$ cat src/design/b58d_pkg.sv
package b58d_pkg;

    // Accumulator size in decimal digits (top-level default)
    localparam int MAX_DIGITS_DEF = 64;

    // Symbol queue between front and back
    localparam int QUEUE_DEPTH = 4;
    localparam int QPTR_W      = $clog2(QUEUE_DEPTH);
    localparam int QCNT_W      = $clog2(QUEUE_DEPTH + 1);

    localparam int SYM_W   = 8;
    localparam int INDEX_W = 6;
    localparam int DIGIT_W = 4;
    localparam int CARRY_W = 6;

    typedef struct packed {
        logic [INDEX_W-1:0] index;
        logic               last;
    } t_sym_entry;

    typedef enum logic [1:0] {
        ST_IDLE,
        ST_UPDATE,
        ST_EMIT
    } t_back_state;

    // Bitcoin Base58 alphabet: character to index, unknown characters map to 0
    function automatic logic [INDEX_W-1:0] symbol_index(input logic [SYM_W-1:0] ch);
        logic [SYM_W-1:0] d;
        d = '0;
        if (ch >= 8'h31 && ch <= 8'h39) begin          // '1'..'9'
            d = ch - 8'h31;
        end else if (ch >= 8'h41 && ch <= 8'h48) begin // 'A'..'H'
            d = ch - 8'h41 + 8'd9;
        end else if (ch >= 8'h4A && ch <= 8'h4E) begin // 'J'..'N'
            d = ch - 8'h4A + 8'd17;
        end else if (ch >= 8'h50 && ch <= 8'h5A) begin // 'P'..'Z'
            d = ch - 8'h50 + 8'd22;
        end else if (ch >= 8'h61 && ch <= 8'h6B) begin // 'a'..'k'
            d = ch - 8'h61 + 8'd33;
        end else if (ch >= 8'h6D && ch <= 8'h7A) begin // 'm'..'z'
            d = ch - 8'h6D + 8'd44;
        end
        return d[INDEX_W-1:0];
    endfunction

endpackage

$ cat src/design/b58d_front.sv
module b58d_front (
    input  logic                      i_clk,
    input  logic                      i_rst_n,
    input  logic                      i_s_axis_tvalid,
    output logic                      o_s_axis_tready,
    input  logic [b58d_pkg::SYM_W-1:0] i_symbol,
    input  logic                      i_last_symbol,
    output logic                      o_entry_valid,
    output b58d_pkg::t_sym_entry      o_entry,
    input  logic                      i_pop
);

    b58d_pkg::t_sym_entry r_q [b58d_pkg::QUEUE_DEPTH];
    logic [b58d_pkg::QPTR_W-1:0] r_wr_ptr, r_rd_ptr;
    logic [b58d_pkg::QCNT_W-1:0] r_count;
    logic push, pop;

    assign o_s_axis_tready = (r_count != b58d_pkg::QCNT_W'(b58d_pkg::QUEUE_DEPTH));
    assign o_entry_valid   = (r_count != '0);
    assign o_entry         = r_q[r_rd_ptr];
    assign push            = i_s_axis_tvalid && o_s_axis_tready;
    assign pop             = i_pop && o_entry_valid;

    // classify on the way in, so the queue carries the 6-bit index and last flag, not the symbol
    always_ff @(posedge i_clk) begin
        if (push) begin
            r_q[r_wr_ptr].index <= b58d_pkg::symbol_index(i_symbol);
            r_q[r_wr_ptr].last  <= i_last_symbol;
        end
    end

    always_ff @(posedge i_clk) begin
        if (!i_rst_n) begin
            r_wr_ptr <= '0;
            r_rd_ptr <= '0;
            r_count  <= '0;
        end else begin
            if (push) r_wr_ptr <= r_wr_ptr + 1'b1;
            if (pop)  r_rd_ptr <= r_rd_ptr + 1'b1;
            if (push && !pop) begin
                r_count <= r_count + 1'b1;
            end else if (pop && !push) begin
                r_count <= r_count - 1'b1;
            end
        end
    end

endmodule

$ cat src/design/b58d_back.sv
module b58d_back #(
    parameter int MAX_DIGITS = b58d_pkg::MAX_DIGITS_DEF
) (
    input  logic                         i_clk,
    input  logic                         i_rst_n,
    input  logic                         i_entry_valid,
    input  b58d_pkg::t_sym_entry         i_entry,
    output logic                         o_pop,
    output logic                         o_out_valid,
    input  logic                         i_out_ready,
    output logic [b58d_pkg::DIGIT_W-1:0] o_digit,
    output logic                         o_last_digit,
    output logic                         o_overflow
);

    localparam int CNT_W = $clog2(MAX_DIGITS + 1);
    localparam logic [CNT_W-1:0] MAX_CNT  = CNT_W'(MAX_DIGITS);
    localparam logic [CNT_W-1:0] LAST_UPD = CNT_W'(MAX_DIGITS - 1);

    b58d_pkg::t_back_state r_state, n_state;
    // circular digit line, position 0 holds the least significant digit at rest
    logic [b58d_pkg::DIGIT_W-1:0] r_dig [MAX_DIGITS];
    logic [b58d_pkg::DIGIT_W-1:0] n_dig [MAX_DIGITS];
    logic [CNT_W-1:0]             r_cnt, n_cnt;
    logic [b58d_pkg::CARRY_W-1:0] r_carry, n_carry;
    logic r_last, n_last;
    logic r_ovf, n_ovf;
    logic r_started, n_started;
    logic r_out_valid, n_out_valid;
    logic [b58d_pkg::DIGIT_W-1:0] r_out_digit, n_out_digit;
    logic r_out_last, n_out_last;
    logic r_out_ovf, n_out_ovf;

    // one digit step: t = d*58 + c = 50d + (8d + c)
    logic [7:0]  u;
    logic [15:0] u_prod;
    logic [3:0]  u_q;
    logic [7:0]  u_rem;
    logic [b58d_pkg::CARRY_W-1:0] step_carry;
    logic [b58d_pkg::DIGIT_W-1:0] step_digit;
    logic slot, lead;

    assign u          = {1'b0, r_dig[0], 3'b000} + 8'(r_carry);
    assign u_prod     = 16'(u) * 16'd205;            // u/10 exact for u < 1029
    assign u_q        = u_prod[14:11];
    assign u_rem      = u - ({4'b0, u_q} * 8'd10);
    assign step_digit = u_rem[b58d_pkg::DIGIT_W-1:0];
    assign step_carry = (b58d_pkg::CARRY_W'(r_dig[0]) * 6'd5) + b58d_pkg::CARRY_W'(u_q);

    assign slot = !r_out_valid || i_out_ready;
    assign lead = !r_started && (r_dig[MAX_DIGITS-1] == '0) && (r_cnt != CNT_W'(1));

    always_comb begin
        n_state     = r_state;
        n_dig       = r_dig;
        n_cnt       = r_cnt;
        n_carry     = r_carry;
        n_last      = r_last;
        n_ovf       = r_ovf;
        n_started   = r_started;
        n_out_valid = r_out_valid && !i_out_ready;
        n_out_digit = r_out_digit;
        n_out_last  = r_out_last;
        n_out_ovf   = r_out_ovf;
        o_pop       = 1'b0;
        case (r_state)
            b58d_pkg::ST_IDLE: begin
                if (i_entry_valid) begin
                    o_pop   = 1'b1;
                    n_carry = b58d_pkg::CARRY_W'(i_entry.index);
                    n_last  = i_entry.last;
                    n_cnt   = '0;
                    n_state = b58d_pkg::ST_UPDATE;
                end
            end
            b58d_pkg::ST_UPDATE: begin
                for (int i = 0; i < MAX_DIGITS - 1; i++) begin
                    n_dig[i] = r_dig[i+1];
                end
                n_dig[MAX_DIGITS-1] = step_digit;
                n_carry = step_carry;
                n_cnt   = r_cnt + 1'b1;
                if (r_cnt == LAST_UPD) begin
                    if (step_carry != '0) n_ovf = 1'b1;
                    if (r_last) begin
                        n_cnt     = MAX_CNT;
                        n_started = 1'b0;
                        n_state   = b58d_pkg::ST_EMIT;
                    end else begin
                        n_state = b58d_pkg::ST_IDLE;
                    end
                end
            end
            b58d_pkg::ST_EMIT: begin
                if (lead || slot) begin
                    // shift toward the top; zeros fill in, clearing the accumulator
                    for (int i = 1; i < MAX_DIGITS; i++) begin
                        n_dig[i] = r_dig[i-1];
                    end
                    n_dig[0] = '0;
                    n_cnt    = r_cnt - 1'b1;
                end
                if (!lead && slot) begin
                    n_out_valid = 1'b1;
                    n_out_digit = r_dig[MAX_DIGITS-1];
                    n_out_last  = (r_cnt == CNT_W'(1));
                    n_out_ovf   = r_ovf;
                    n_started   = 1'b1;
                    if (r_cnt == CNT_W'(1)) begin
                        n_ovf     = 1'b0;
                        n_started = 1'b0;
                        n_state   = b58d_pkg::ST_IDLE;
                    end
                end
            end
            default: begin
                n_state = b58d_pkg::ST_IDLE;
            end
        endcase
    end

    always_ff @(posedge i_clk) begin
        if (!i_rst_n) begin
            r_state     <= b58d_pkg::ST_IDLE;
            r_dig       <= '{default: '0};
            r_cnt       <= '0;
            r_ovf       <= 1'b0;
            r_started   <= 1'b0;
            r_out_valid <= 1'b0;
        end else begin
            r_state     <= n_state;
            r_dig       <= n_dig;
            r_cnt       <= n_cnt;
            r_ovf       <= n_ovf;
            r_started   <= n_started;
            r_out_valid <= n_out_valid;
        end
    end

    always_ff @(posedge i_clk) begin
        r_carry     <= n_carry;
        r_last      <= n_last;
        r_out_digit <= n_out_digit;
        r_out_last  <= n_out_last;
        r_out_ovf   <= n_out_ovf;
    end

    assign o_out_valid  = r_out_valid;
    assign o_digit      = r_out_digit;
    assign o_last_digit = r_out_last;
    assign o_overflow   = r_out_ovf;

`ifndef SYNTHESIS
    a_pop_idle: assert property (@(posedge i_clk) disable iff (!i_rst_n)
        o_pop |-> (r_state == b58d_pkg::ST_IDLE))
        else $error("symbol popped outside idle");

    a_new_out_from_emit: assert property (@(posedge i_clk) disable iff (!i_rst_n)
        (!$past(r_out_valid) && r_out_valid) |-> $past(r_state == b58d_pkg::ST_EMIT))
        else $error("result produced outside emission");

    a_update_range: assert property (@(posedge i_clk) disable iff (!i_rst_n)
        (r_state == b58d_pkg::ST_UPDATE) |-> (r_cnt < MAX_CNT))
        else $error("update pass overran the digit line");

    a_ovf_clear: assert property (@(posedge i_clk) disable iff (!i_rst_n)
        (r_state == b58d_pkg::ST_EMIT && n_state == b58d_pkg::ST_IDLE)
        |=> (!r_ovf && r_out_last))
        else $error("emission ended without final digit or flag clear");
`endif

endmodule

$ cat src/design/base58_to_decimal_decoder_top.sv
// Channel   Dir  Handshake                         Payload
// s_axis    in   i_s_axis_tvalid/o_s_axis_tready   tdata[7:0]=symbol, tlast=last_symbol
// m_axis    out  o_m_axis_tvalid/i_m_axis_tready   tdata[3:0]=digit, tlast=last_digit,
//                                                  tuser[0]=overflow
//
// In the back end each symbol is first popped from the queue, then one digit of the
// decimal accumulator is folded per cycle (acc*58+index). A symbol marked last adds an
// emission pass (one digit line shift per cycle, leading zeros skipped without a transfer),
// which slows down while the output side stalls.
// A 4-entry symbol queue lets the input keep transferring while the back end works.
// Synchronous active-low reset clears the accumulator, overflow flag and queue.
module base58_to_decimal_decoder_top #(
    parameter int MAX_DIGITS = b58d_pkg::MAX_DIGITS_DEF
) (
    input  logic       i_clk,
    input  logic       i_rst_n,
    input  logic       i_s_axis_tvalid,
    output logic       o_s_axis_tready,
    input  logic [7:0] i_s_axis_tdata,   // [7:0] symbol
    input  logic       i_s_axis_tlast,   // last_symbol
    output logic       o_m_axis_tvalid,
    input  logic       i_m_axis_tready,
    output logic [7:0] o_m_axis_tdata,   // [3:0] digit, [7:4] zero
    output logic       o_m_axis_tlast,   // last_digit
    output logic       o_m_axis_tuser    // [0] overflow
);

    b58d_pkg::t_sym_entry entry;
    logic entry_valid;
    logic pop;
    logic [b58d_pkg::DIGIT_W-1:0] digit;

    // front: classify characters and queue their indexes
    b58d_front u_front (
        .i_clk           (i_clk),
        .i_rst_n         (i_rst_n),
        .i_s_axis_tvalid (i_s_axis_tvalid),
        .o_s_axis_tready (o_s_axis_tready),
        .i_symbol        (i_s_axis_tdata),
        .i_last_symbol   (i_s_axis_tlast),
        .o_entry_valid   (entry_valid),
        .o_entry         (entry),
        .i_pop           (pop)
    );

    // back: digit-serial multiply-accumulate and decimal emission
    b58d_back #(
        .MAX_DIGITS (MAX_DIGITS)
    ) u_back (
        .i_clk         (i_clk),
        .i_rst_n       (i_rst_n),
        .i_entry_valid (entry_valid),
        .i_entry       (entry),
        .o_pop         (pop),
        .o_out_valid   (o_m_axis_tvalid),
        .i_out_ready   (i_m_axis_tready),
        .o_digit       (digit),
        .o_last_digit  (o_m_axis_tlast),
        .o_overflow    (o_m_axis_tuser)
    );

    assign o_m_axis_tdata = {4'b0000, digit};

endmodule

$ cat config.mk
export PLATFORM = sky130hd
export DESIGN_NAME = base58_to_decimal_decoder_top
export DESIGN_NICKNAME = d
export VERILOG_FILES = /design/src/design/b58d_pkg.sv /design/src/design/b58d_front.sv /design/src/design/b58d_back.sv /design/src/design/base58_to_decimal_decoder_top.sv
export SDC_FILE = /design/constraint.sdc
export NUM_CORES = 1
export LEC_CHECK = 0
export ABC_AREA = 1
export BUFFER_PORTS_ARGS = -buffer_cell sky130_fd_sc_hd__buf_2
export CORE_ASPECT_RATIO = 0.6
export CORE_MARGIN = 3
export CORE_UTILIZATION = 50
export CTS_CLUSTER_DIAMETER = 80
export CTS_CLUSTER_SIZE = 20
export DETAILED_ROUTE_END_ITERATION = 6
export PLACE_DENSITY = 0.68
export SLEW_MARGIN = 20
export SYNTH_ARGS = -nofsm -noshare
export SYNTH_HDL_FRONTEND = slang
export SYNTH_SLANG_ARGS = --single-unit
$ cat constraint.sdc
create_clock -name i_clk -period 5.7 [get_ports i_clk]
set_clock_uncertainty 0.2 [all_clocks]
set_input_delay 0.285 -clock i_clk [delete_from_list [all_inputs] [get_ports i_clk]]
set_output_delay 0.285 -clock i_clk [all_outputs]
set_load 0.01 [all_outputs]
Word-level counts from Yosys, hierarchy flattened
Memories as Yosys holds them, arrays and structs flattened. A register that Yosys moved wholly into a read port is not among the register bits.
Cells that the tools add are included.
W data, S select, Z words.

word-level totals
  register bits after elaboration = 288
  bits in writable memories = 28
  output and inout port bits = 12
  memories kept = 1

cells by class
  add/subtract/negate cells = 20
  multipliers = 3
  order comparisons = 12
  equality and inequality tests = 13
  muxes and demuxes = 42
  reduce and logical (&&, ||, !) cells = 38

memories
  memory       words  bits a word  rd ports  clocked after memory_dff  wr ports  RTL line          RTL
  u_front.r_q  4      7            1         1                         1         b58d_front.sv:13  b58d_pkg::t_sym_entry r_q [b58d_pkg::QUEUE_DEPTH];

operators by type and width
  cell                    number
  $pmux W256 S2           1
  $mux W256               1
  $mux W6                 8
  $ge A8 B7 Y1 const B    5
  $le A8 B7 Y1 const B    5
  $mux W7                 4
  $pmux W7 S3             1
  $sub A6 B6 Y6 const B   3
  $mul A8 B8 Y15 const B  1
  $logic_and A1 B1 Y1     14
  $mux W1                 14
  $mux W2                 7
  $add A6 B5 Y6 const B   2
  $add A6 B6 Y6 const B   2
  $ne A2 B1 Y1 const B    6
  $pmux W6 S2             1
  $add A7 B6 Y8           1
  $ge A8 B6 Y1 const B    1
  $le A8 B6 Y1 const B    1
  $reduce_and A2 Y1       4
  $reduce_and A4 Y1       2
  $add A7 B1 Y7 const B   1
  $eq A7 B1 Y1 const B    1
  $eq A7 B6 Y1 const B    1
  other kinds (29)        41

Logic depth before layout (Yosys ltp)
Gate-level depths: netlist of run 1.

  depth after elaboration = 9
  mapped depth = 34
  gate-level depth less buffers = 34

Hierarchy
Synthesis of run 1 repeated with hierarchy kept, for this count alone.

second synthesis, totals
  cells, all modules = 2076
  area total of the unflattened synthesis = 16163.0 sq um

by module, submodules not included
  module                         times used  cells each  area an instance (sq um)  seq. area each (sq um)
  b58d_back                      1           1775        13741.9                   5755.5
  b58d_front                     1           296         2387.3                    1021.0
  base58_to_decimal_decoder_top  1           5           33.8                      0.0

Least setup slack after synthesis of run 1
No wires, ideal clock.

  path type = reg2reg
  from = register u_back.r_carry[3] in the netlist's numbering
  to = register u_back.r_ovf
  library setup time = 0.113 ns
  data arrival time = 5.651 ns
  path slack = -0.264 ns
  stages on the path, launching flop included = 31
  path buffers = 0
  clock period less this slack = 5.964 ns
  cell sequence = edfxtp_1 > ha_1 > fa_1 > xor2_1 > nor2_1 > nor2_1 > inv_1 > fa_1 > inv_1 > fa_1 > inv_1 > fa_1 > inv_1 > ha_1 > a21oi_1 > nand2_1 > nand2_1 > nand3_1 > a21oi_1 > xnor2_1 > fa_1 > ha_1 > a21oi_1 > nand2_1 > xnor2_1 > nand3_1 > nand2_1 > nor3_1 > nand2_1 > nand2_1 > nor2_1

on the way
  cells in the longest elaborated chain, start to end = 6

RTL lines
  item                                RTL line          RTL
  start: declaration                  b58d_back.sv:25   logic [b58d_pkg::CARRY_W-1:0] r_carry, n_carry;
  start signal: assignment            b58d_back.sv:141  r_carry <= n_carry;
  $add A7 B6 Y8                       b58d_back.sv:43   assign u = {1'b0, r_dig[0], 3'b000} + 8'(r_carry);
  $mul A8 B8 Y15                      b58d_back.sv:44   assign u_prod = 16'(u) * 16'd205;
  $add A6 B4 Y6                       b58d_back.sv:48   assign step_carry = (b58d_pkg::CARRY_W'(r_dig[0]) * 6'd5) + b58d_pkg::CARRY_W'(u_q);
  $reduce_bool A6 Y1                  b58d_back.sv:84   if (step_carry != '0) n_ovf = 1'b1;
  $ne A2 B1 Y1 (no source line)       n/a
  $reduce_and A5 Y1 (no source line)  n/a
  end signal: assignment              b58d_back.sv:134  r_ovf <= n_ovf;
  end: declaration                    b58d_back.sv:27   logic r_ovf, n_ovf;

No other way between the ends.
A chain may end at the register's enable or synchronous reset.

Final worst setup path of run 1
  from = register u_back.r_carry[4] in the netlist's numbering
  to = register u_back.r_ovf

Same word-level chain as after synthesis.

==> qor.yml, run 1 <==
hp-class: "in -> reg"
ys_seq_area_share_pct: 42.23
num_rows: 50
maxCapViolations: 0
synth_ff_type: "dfxtp_1"
reg2reg_from: "u_back.r_carry[4]$_DFFE_PP_"
drcViolationCount: 0
antennaDiodeCount: 0
die-area_um2: 34350
yosysUniqueCellTypes: 44
pre_cts_ws_ns: -0.3728
critPathRequiredTime_ns: 5.94
drive_gt1_share_pct: 7.608
register_area_um2: 6777
r2r_cells: 31
status: "complete, but fails checks"
grt_max_degree: 253
postSynthCellCount: 2053
die_h_um: 144.8
fin_util_pct: 53.94
antenna_found_initial: 0
async_reset_ff_share_pct: 0
synth_top_area_share_pct: 34.56
rsz0062_at_grt: "true"
worstPathMaxFanout: 4
via_per_inst: 5.572
crit_path_max_incr_delay_ns: 0.52
cts_buffers: 19
setup_tns_ns: -0.6342
yosysMostFrequentCell: "nand2_1"
avgSynthCellArea_um2: 7.816
ios: 25
slowest_stage: "fa_1"
first_pass_iters: 5
min_from: "i_rst_n"
finalNetCount: 2097
tightestPinTransition_ns: 1.085
period_minus_slack_ns: 6.036
cp_top_family: "adder cells"
violations: "negative setup slack"
cts_tree: "done"
syn2layout_area_growth_pct: 5.559
nFillCells: 2925
coreArea_um2: 31410
start_kind: "flop"
drtIter0Drc: 1367
routedWlPerCell_um: 14.30
synth_edf_count: 41
h-tree-depth: 1
clkLatencyLatePin_ns: 0.53
path_class: "reg -> reg"
synth_top_area_cell: "dfxtp_1"
min_to: "u_back.r_dig[33]$_SDFFE_PN0P_"
drv_slew: 0
clkTransAtPathRegs_ns: 0.09
grt_pass1_wl_mm: 58.13
min_path_cells: 3
clk_path_buf_depth: 3
grt_pass1_vias: 11870
cp.arrival_ns: 6.27
setup_viol: 4
syn_area_um2: 16050
grt_usage_pct: 19.58
synthTopCellsByCount: "nand2_1, dfxtp_1, a31oi_1"
synthTopCellsByArea: "dfxtp_1, nand2_1, a31oi_1, edfxtp_1, o21ai_1"
initial_core_util_pct: 51.10
die_w_um: 237.3
maxSlewHeadroom_pct: 27.65
wl_mm: 34.51
setup_ws_ns: -0.3358
multi_input_area_um2: 8115
hold_ws_ns: 0.1487
synth_warnings: 0
critPathCaptureType: "flop"
gp_congestion: 0.8373
root_buffer: "clkbuf_16"
grt_overflow: 0
io_buffers: 20
fin_crit_sh_pct: 105.9
crit_buf_inv: 6
r2r_slack_ns: -0.34
vias: 13451
timing.fmax_ghz: 0.1657
ant_nets: 0
r2r_end: "u_back.r_ovf$_SDFFE_PN0P_"
clock-sinks: 318
hold_viol: 0
dpl.hpwl_mm: 20.67
ys_ff_latch: 318
## worst max path at each step
stage,cells past startpoint,start,slack [ns],endpoint
after detailed placement,30,u_back.r_carry[3]$_DFFE_PP_,-0.37,u_back.r_ovf$_SDFFE_PN0P_
after floorplan,30,u_back.r_carry[3]$_DFFE_PP_,0.0004,u_back.r_ovf$_SDFFE_PN0P_
after global placement,30,u_back.r_carry[3]$_DFFE_PP_,-0.29,u_back.r_ovf$_SDFFE_PN0P_
final,31,u_back.r_carry[4]$_DFFE_PP_,-0.34,u_back.r_ovf$_SDFFE_PN0P_
after global routing,31,u_back.r_carry[4]$_DFFE_PP_,-0.62,u_back.r_ovf$_SDFFE_PN0P_
after CTS,33,u_back.r_carry[4]$_DFFE_PP_,-0.34,u_back.r_ovf$_SDFFE_PN0P_
## repair_timing
item	in CTS	in global routing
setup endpoints to repair	5	7
setup buffers	14	2
pin swaps	15	23
gates cloned	0	0
endpoints found under the hold margin	7	0
hold buffers	3	0
resized for setup	13	37
## cells in the final DEF, fill, tap and decap left out, types with 7 or more instances in the layout
master and n:
o211ai_1 9, inv_1 100, nand2_2 9, nand2_1 597
a31oi_1 252, edfxtp_1 41, nand3_1 30, inv_2 10
xor2_1 14, o22ai_1 7, ha_1 69, dfxtp_1 277
o21ai_1 232, a21oi_1 34, nor2_1 63, buf_4 38
o21ai_0 69, clkbuf_16 19, fa_1 13, buf_2 19
## stage by stage
| stage | std cells | cell area (um2) |
|---|---|---|
| detailed placement | 2371 | 16070 |
| global placement | 2371 | 16070 |
| floorplan | 2056 | 16120 |
| global route | 2414 | 16940 |
| finish | 2414 | 16940 |
| CTS | 2414 | 16760 |
## worst reg2reg max path: cells and delay by family, from the launching register on
family	cells	cell delay, ns
buffers and inverters	6	0.42
AOI/OAI and AO/OA	3	0.48
and+or+nand+nor	12	1.03
DFF	1	0.43
adders and majority gates	7	2.93
xor gates and xnor gates	3	0.45
## routing by layer
metal	vias to the layer above	wire, um	global-route usage [%]
met1	6242	17990	30.05
met2	288	14340	28.81
met4	0	535	4.252
li1	6883	-	-
met5	-	0	0.6887
met3	38	1651	3.220
## state kept, by name, indices dropped and copies added (netlist names), named ones only
signal and cells:
u_back.o_out_valid 1, u_back.r_carry 6, u_front.r_rd_ptr 2, u_back.r_dig 256, u_back.r_ovf 1, u_back.r_state 2, u_front.r_wr_ptr 2, u_back.o_digit 4
u_front.r_q 28, u_back.r_cnt 7, u_back.r_started 1, u_back.r_last 1, u_front.r_count 3, u_back.o_last_digit 1, u_back.o_overflow 1
## area by class of cell
cell class,instances,area share (%)
multi-input combinational,1469,47.91
sequential,318,40.01
timing repair buffer,70,3.294
tap,416,3.073
clock buffer,26,3.021
inverter,114,2.644
clock inverter,1,0.05171
## logic make-up (layout without fill, tap and decap cells)
group	Yosys count	count (layout)	share of synthesized area [%]
flops	318	318	42.23
other cells	1	4	0.02337
xor+xnor	24	24	1.310
simple gates	730	730	17.86
compound gates	619	619	21.65
buf+inv	269	211	9.006
fa+ha+maj	92	92	7.922
Power of run 1 is left out: the tool's default activity adds up to more than one toggle a clock period on the data nets, which glitch-free logic cannot reach.
==> inputs of run 2 (changes only) <==
Settings changed: CORE_UTILIZATION 50 to 57, PLACE_DENSITY 0.68 to 0.76.
==> qor.yml, run 2 (synthesized netlist as in run 1, its figures left out) <==
io_buffers: 20  # unchanged
min_path_cells: 3  # unchanged
die_w_um: 222.6  # was 237.3 um
drv_slew: 0  # unchanged
pre_cts_ws_ns: -0.4968  # was -0.3728 ns
maxSlewHeadroom_pct: 26.50  # was 27.65%
grt_pass1_vias: 11872  # was 11,870
critPathRequiredTime_ns: 5.76  # was 5.94 ns
hp-class: "in -> reg"  # unchanged
first_pass_iters: 5  # unchanged
antenna_found_initial: 0  # unchanged
layout_commonest_cell: "nand2_1"  # unchanged
via_per_inst: 5.759  # was 5.572
drive_gt1_share_pct: 7.681  # was 7.608%
layout_common_cells: "nand2_1, dfxtp_1, a31oi_1"  # unchanged
multi_input_area_um2: 8138  # was 8115 um2
fin_crit_sh_pct: 107.2  # was 105.9%
clkTransAtPathRegs_ns: 0.09  # about the same
wl_mm: 33.93  # was 34.51 mm
critPathCaptureType: "flop"  # unchanged
grt_pass1_wl_mm: 56.88  # was 58.13 mm
largest_reg_flops: 256  # unchanged
vias: 13544  # was 13,451
period_minus_slack_ns: 6.113  # was 6.036 ns
maxCapViolations: 0  # unchanged
cp.arrival_ns: 6.18  # was 6.27 ns
drcViolationCount: 0  # unchanged
cts_buffers: 19  # unchanged
dpl.hpwl_mm: 20.74  # was 20.67 mm
register_area_um2: 6777  # unchanged
num_rows: 46  # was 50
hold_viol: 0  # unchanged
cts_tree: "done"  # unchanged
die_h_um: 136.0  # was 144.8 um
grt_usage_pct: 21.49  # was 19.58%
nFillCells: 2320  # was 2,925
slowest_stage: "fa_1"  # unchanged
finalNetCount: 2093  # was 2,097
min_from: "i_s_axis_tvalid"  # was i_rst_n
syn2layout_area_growth_pct: 4.811  # was 5.559%
crit_buf_inv: 8  # was 6
setup_ws_ns: -0.4131  # was -0.3358 ns
tightestPinTransition_ns: 1.103  # was 1.085 ns
min_to: "u_front.r_wr_ptr[1]$_SDFFE_PN0P_"  # was u_back.r_dig[33]$_SDFFE_PN0P_
setup_viol: 5  # was 4
r2r_end: "u_back.r_carry[5]$_DFFE_PP_"  # was u_back.r_ovf$_SDFFE_PN0P_
timing.fmax_ghz: 0.1636  # was 0.1657 GHz
gp_congestion: 0.9107  # was 0.8373
status: "complete, but fails checks"  # unchanged
drtIter0Drc: 1462  # was 1,367
reg_top3: "u_back.r_dig (256), u_front.r_q (28), u_back.r_cnt (7)"  # unchanged
clk_path_buf_depth: 3  # unchanged
r2r_slack_ns: -0.41  # was -0.34 ns
root_buffer: "clkbuf_16"  # unchanged
cp_top_family: "adder cells"  # unchanged
die-area_um2: 30270  # was 34,350 um2
grt_overflow: 0  # unchanged
r2r_cells: 26  # was 31
violations: "negative setup slack"  # unchanged
top_register: "u_back.r_dig"  # unchanged
ant_nets: 0  # unchanged
reg2reg_from: "u_back.r_carry[3]$_DFFE_PP_"  # was u_back.r_carry[4]$_DFFE_PP_
coreArea_um2: 27050  # was 31,410 um2
antennaDiodeCount: 0  # unchanged
start_kind: "flop"  # unchanged
clock-sinks: 318  # unchanged
ios: 25  # unchanged
initial_core_util_pct: 59.32  # was 51.10%
path_class: "reg -> reg"  # unchanged
clkLatencyLatePin_ns: 0.52  # was 0.53 ns
h-tree-depth: 1  # unchanged
routedWlPerCell_um: 14.43  # was 14.30 um
worstPathMaxFanout: 3  # was 4
grt_max_degree: 286  # was 253
rsz0062_at_grt: "true"  # unchanged
crit_path_max_incr_delay_ns: 0.49  # was 0.52 ns
-- run 2: cell count changes in the layout (fill, tap and decap cells not counted), moves of 2 or more --
cell | previous run | this run
buf_12 | 4 | 2
a21oi_4 | 3 | 1
clkbuf_1 | 6 | 4
a21oi_2 | 2 | 5
xor2_2 | 2 | 4
nand2_2 | 9 | 11
ha_4 | 6 | 9
buf_6 | 6 | 4
ha_1 | 69 | 66
-- run 2: worst register-to-register path, stage by stage, from the launching register on --
cell      delay (ns)
edfxtp_1        0.43
ha_4            0.19
fa_2            0.42
xor2_2          0.23
nor2_1          0.07
nor2_2          0.15
inv_1           0.07
fa_1            0.47
inv_1           0.05
fa_1            0.48
inv_2           0.04
fa_1            0.49
inv_2           0.05
ha_4            0.27
nand4_1         0.09
o221ai_2        0.22
xor2_2          0.25
inv_2           0.07
ha_4            0.28
ha_4            0.13
inv_2           0.03
fa_1            0.48
o21ai_2         0.19
xor2_1          0.23
buf_4           0.14
buf_4           0.09
o21ai_2         0.04
-- run 2: layer usage --
metal / part of all wire, % / GRT usage (%) / up-vias
met3: 4.3 / 2.805 / 33
met4: 1.3 / 3.386 / 0
met5: 0 / 0 / -
li1: - / - / 6902
met1: 52 / 33.32 / 6335
met2: 43 / 32.51 / 274
-- run 2: what timing repair did --
item | in CTS | in global routing
setup endpoints to repair | 6 | 6
pin swaps | 10 | 35
setup buffers | 1 | 5
hold buffers | 2 | 0
hold endpoints to repair | 5 | 0
resized for setup | 16 | 34
-- run 2: metrics by stage --
stage	instance area, um2	cells	util [%]	TNS, ns	hold WS (ns)
2_1_floorplan	16120	2056	-	0	0.1839
3_3_place_gp	16000	2319	59.15	-0.7329	0.2420
3_5_place_dp	16000	2319	59.15	-1.189	0.2459
4_1_cts	16610	2347	61.42	-0.5324	0.1126
5_1_grt	16820	2352	62.17	-2.367	0.1756
6_report	16820	2352	62.17	-0.9811	0.1314
-- run 2: layout make-up --
cell class / count / share of cell area (%)
timing repair buffer: 66 / 2.931
tap: 360 / 2.678
clock inverter: 1 / 0.05208
inverter: 114 / 2.663
multi-input combinational: 1469 / 48.39
clock buffer: 24 / 2.998
sequential: 318 / 40.29
-- run 2: worst max path at each step --
stage,startpoint,to,slack (ns),depth (start not counted)
after global placement,u_back.r_carry[3]$_DFFE_PP_,u_back.r_ovf$_SDFFE_PN0P_,-0.40,27
final,u_back.r_carry[3]$_DFFE_PP_,u_back.r_carry[5]$_DFFE_PP_,-0.41,26
after CTS,u_back.r_carry[4]$_DFFE_PP_,u_back.r_ovf$_SDFFE_PN0P_,-0.29,30
after detailed placement,u_back.r_carry[3]$_DFFE_PP_,u_back.r_ovf$_SDFFE_PN0P_,-0.50,27
after floorplan,u_back.r_carry[3]$_DFFE_PP_,u_back.r_ovf$_SDFFE_PN0P_,0.0004,30
after global routing,u_back.r_carry[3]$_DFFE_PP_,u_back.r_ovf$_SDFFE_PN0P_,-0.68,29
Power of run 2 is left out for the same reason.
==> inputs of run 3 (changes only) <==
Settings changed: RECOVER_POWER from default to 100.
==> qor.yml, run 3 (synthesized netlist as in run 1, its figures left out) <==
wl_mm: 33.96  # was 33.93 mm
worstPathMaxFanout: 3  # unchanged
status: "complete, but fails checks"  # unchanged
die_h_um: 136.0  # unchanged
timing.fmax_ghz: 0.1636  # about the same
cp.arrival_ns: 6.18  # about the same
setup_ws_ns: -0.4142  # was -0.4131 ns
path_class: "reg -> reg"  # unchanged
crit_path_max_incr_delay_ns: 0.49  # about the same
ios: 25  # unchanged
setup_viol: 5  # unchanged
slowest_stage: "fa_1"  # unchanged
start_kind: "flop"  # unchanged
largest_reg_flops: 256  # unchanged
gp_congestion: 0.9107  # unchanged
critPathCaptureType: "flop"  # unchanged
critPathRequiredTime_ns: 5.76  # about the same
ant_nets: 0  # unchanged
period_minus_slack_ns: 6.114  # was 6.113 ns
num_rows: 46  # unchanged
clkLatencyLatePin_ns: 0.52  # about the same
grt_pass1_wl_mm: 56.88  # unchanged
crit_buf_inv: 8  # unchanged
dpl.hpwl_mm: 20.74  # unchanged
root_buffer: "clkbuf_16"  # unchanged
grt_overflow: 0  # unchanged
coreArea_um2: 27050  # unchanged
io_buffers: 20  # unchanged
rsz0062_at_grt: "true"  # unchanged
violations: "negative setup slack"  # unchanged
maxCapViolations: 0  # unchanged
drcViolationCount: 0  # unchanged
h-tree-depth: 1  # unchanged
reg_top3: "u_back.r_dig (256), u_front.r_q (28), u_back.r_cnt (7)"  # unchanged
routedWlPerCell_um: 14.44  # was 14.43 um
fin_crit_sh_pct: 107.3  # was 107.2%
layout_commonest_cell: "nand2_1"  # unchanged
drive_gt1_share_pct: 6.978  # was 7.681%
r2r_cells: 26  # unchanged
first_pass_iters: 5  # unchanged
syn2layout_area_growth_pct: 4.507  # was 4.811%
initial_core_util_pct: 59.32  # unchanged
grt_pass1_vias: 11872  # unchanged
clock-sinks: 318  # unchanged
grt_usage_pct: 21.49  # unchanged
antennaDiodeCount: 0  # unchanged
cts_tree: "done"  # unchanged
top_register: "u_back.r_dig"  # unchanged
min_path_cells: 3  # unchanged
grt_max_degree: 286  # unchanged
die_w_um: 222.6  # unchanged
tightestPinTransition_ns: 1.246  # was 1.103 ns
antenna_found_initial: 0  # unchanged
hp-class: "in -> reg"  # unchanged
setup_tns_ns: -0.9894  # was -0.9811 ns
worst-path-stages: 26  # unchanged
vias: 13526  # was 13,544
maxSlewHeadroom_pct: 16.06  # was 26.50%
layout_common_cells: "nand2_1, dfxtp_1, a31oi_1"  # unchanged
via_per_inst: 5.751  # was 5.759
hold_viol: 0  # unchanged
die-area_um2: 30270  # unchanged
finalNetCount: 2093  # unchanged
cp_top_family: "adder cells"  # unchanged
drtIter0Drc: 1442  # was 1,462
cts_buffers: 19  # unchanged
clkTransAtPathRegs_ns: 0.09  # about the same
drv_slew: 0  # unchanged
clk_path_buf_depth: 3  # unchanged
-- run 3: layout make-up --
cell class,count,area [um2]
clock buffers,24,504.2
repair buffers,66,479.2
fillers,2328,10280
clock inverters,1,8.758
well taps,360,450.4
inverters,114,447.9
flip-flops and latches,318,6777
multi-input cells,1469,8103
-- run 3: what timing repair did --
| item | in CTS | in global routing |
|---|---|---|
| endpoints found under the hold margin | 5 | 0 |
| hold buffers | 2 | 0 |
| resized for setup | 16 | 34 |
| buffers inserted | 1 | 5 |
| setup endpoints to repair | 6 | 6 |
| pin swaps | 10 | 35 |
-- run 3: worst register-to-register path: stages (launching register included) --
cell and delay, ns:
edfxtp_1 0.43, ha_4 0.19, fa_2 0.42, xor2_2 0.23, nor2_1 0.07, nor2_2 0.15, inv_1 0.07, fa_1 0.47
inv_1 0.05, fa_1 0.48, inv_2 0.04, fa_1 0.49, inv_2 0.05, ha_4 0.27, nand4_1 0.09, o221ai_2 0.22
xor2_2 0.25, inv_2 0.07, ha_4 0.28, ha_4 0.13, inv_2 0.03, fa_1 0.48, o21ai_2 0.19, xor2_1 0.23
buf_4 0.14, buf_4 0.09, o21ai_2 0.04
-- run 3: metrics by stage --
stage	hold slack (ns)	instances	util (%)	setup slack [ns]	cell area, um2
after floorplan	0.1839	2056	-	0.0003624	16120
after global placement	0.2420	2319	59.15	-0.4003	16000
after detailed placement	0.2459	2319	59.15	-0.4968	16000
after CTS	0.1126	2347	61.42	-0.2924	16610
after global routing	0.1756	2352	61.99	-0.6757	16770
final	0.1294	2352	61.99	-0.4142	16770
-- run 3: path summary, 6_finish.rpt --
kind | startpoint | endpoint | slack, ns
max | u_back.r_carry[3]$_DFFE_PP_ | u_back.r_carry[5]$_DFFE_PP_ | -0.41
min | i_s_axis_tvalid | u_front.r_wr_ptr[1]$_SDFFE_PN0P_ | 0.13
max reg2reg | u_back.r_carry[3]$_DFFE_PP_ | u_back.r_carry[5]$_DFFE_PP_ | -0.41
min reg2reg | u_back.r_started$_SDFFE_PN0P_ | u_back.r_started$_SDFFE_PN0P_ | 0.25
-- run 3: routing by layer --
metal	track usage (%)	vias up	wire length [um]
met3	2.805	34	1591
met2	32.51	307	14490
met1	33.32	6289	17440
li1	-	6896	-
met5	0	-	0
met4	3.386	0	442
Power of run 3 is left out for the same reason.
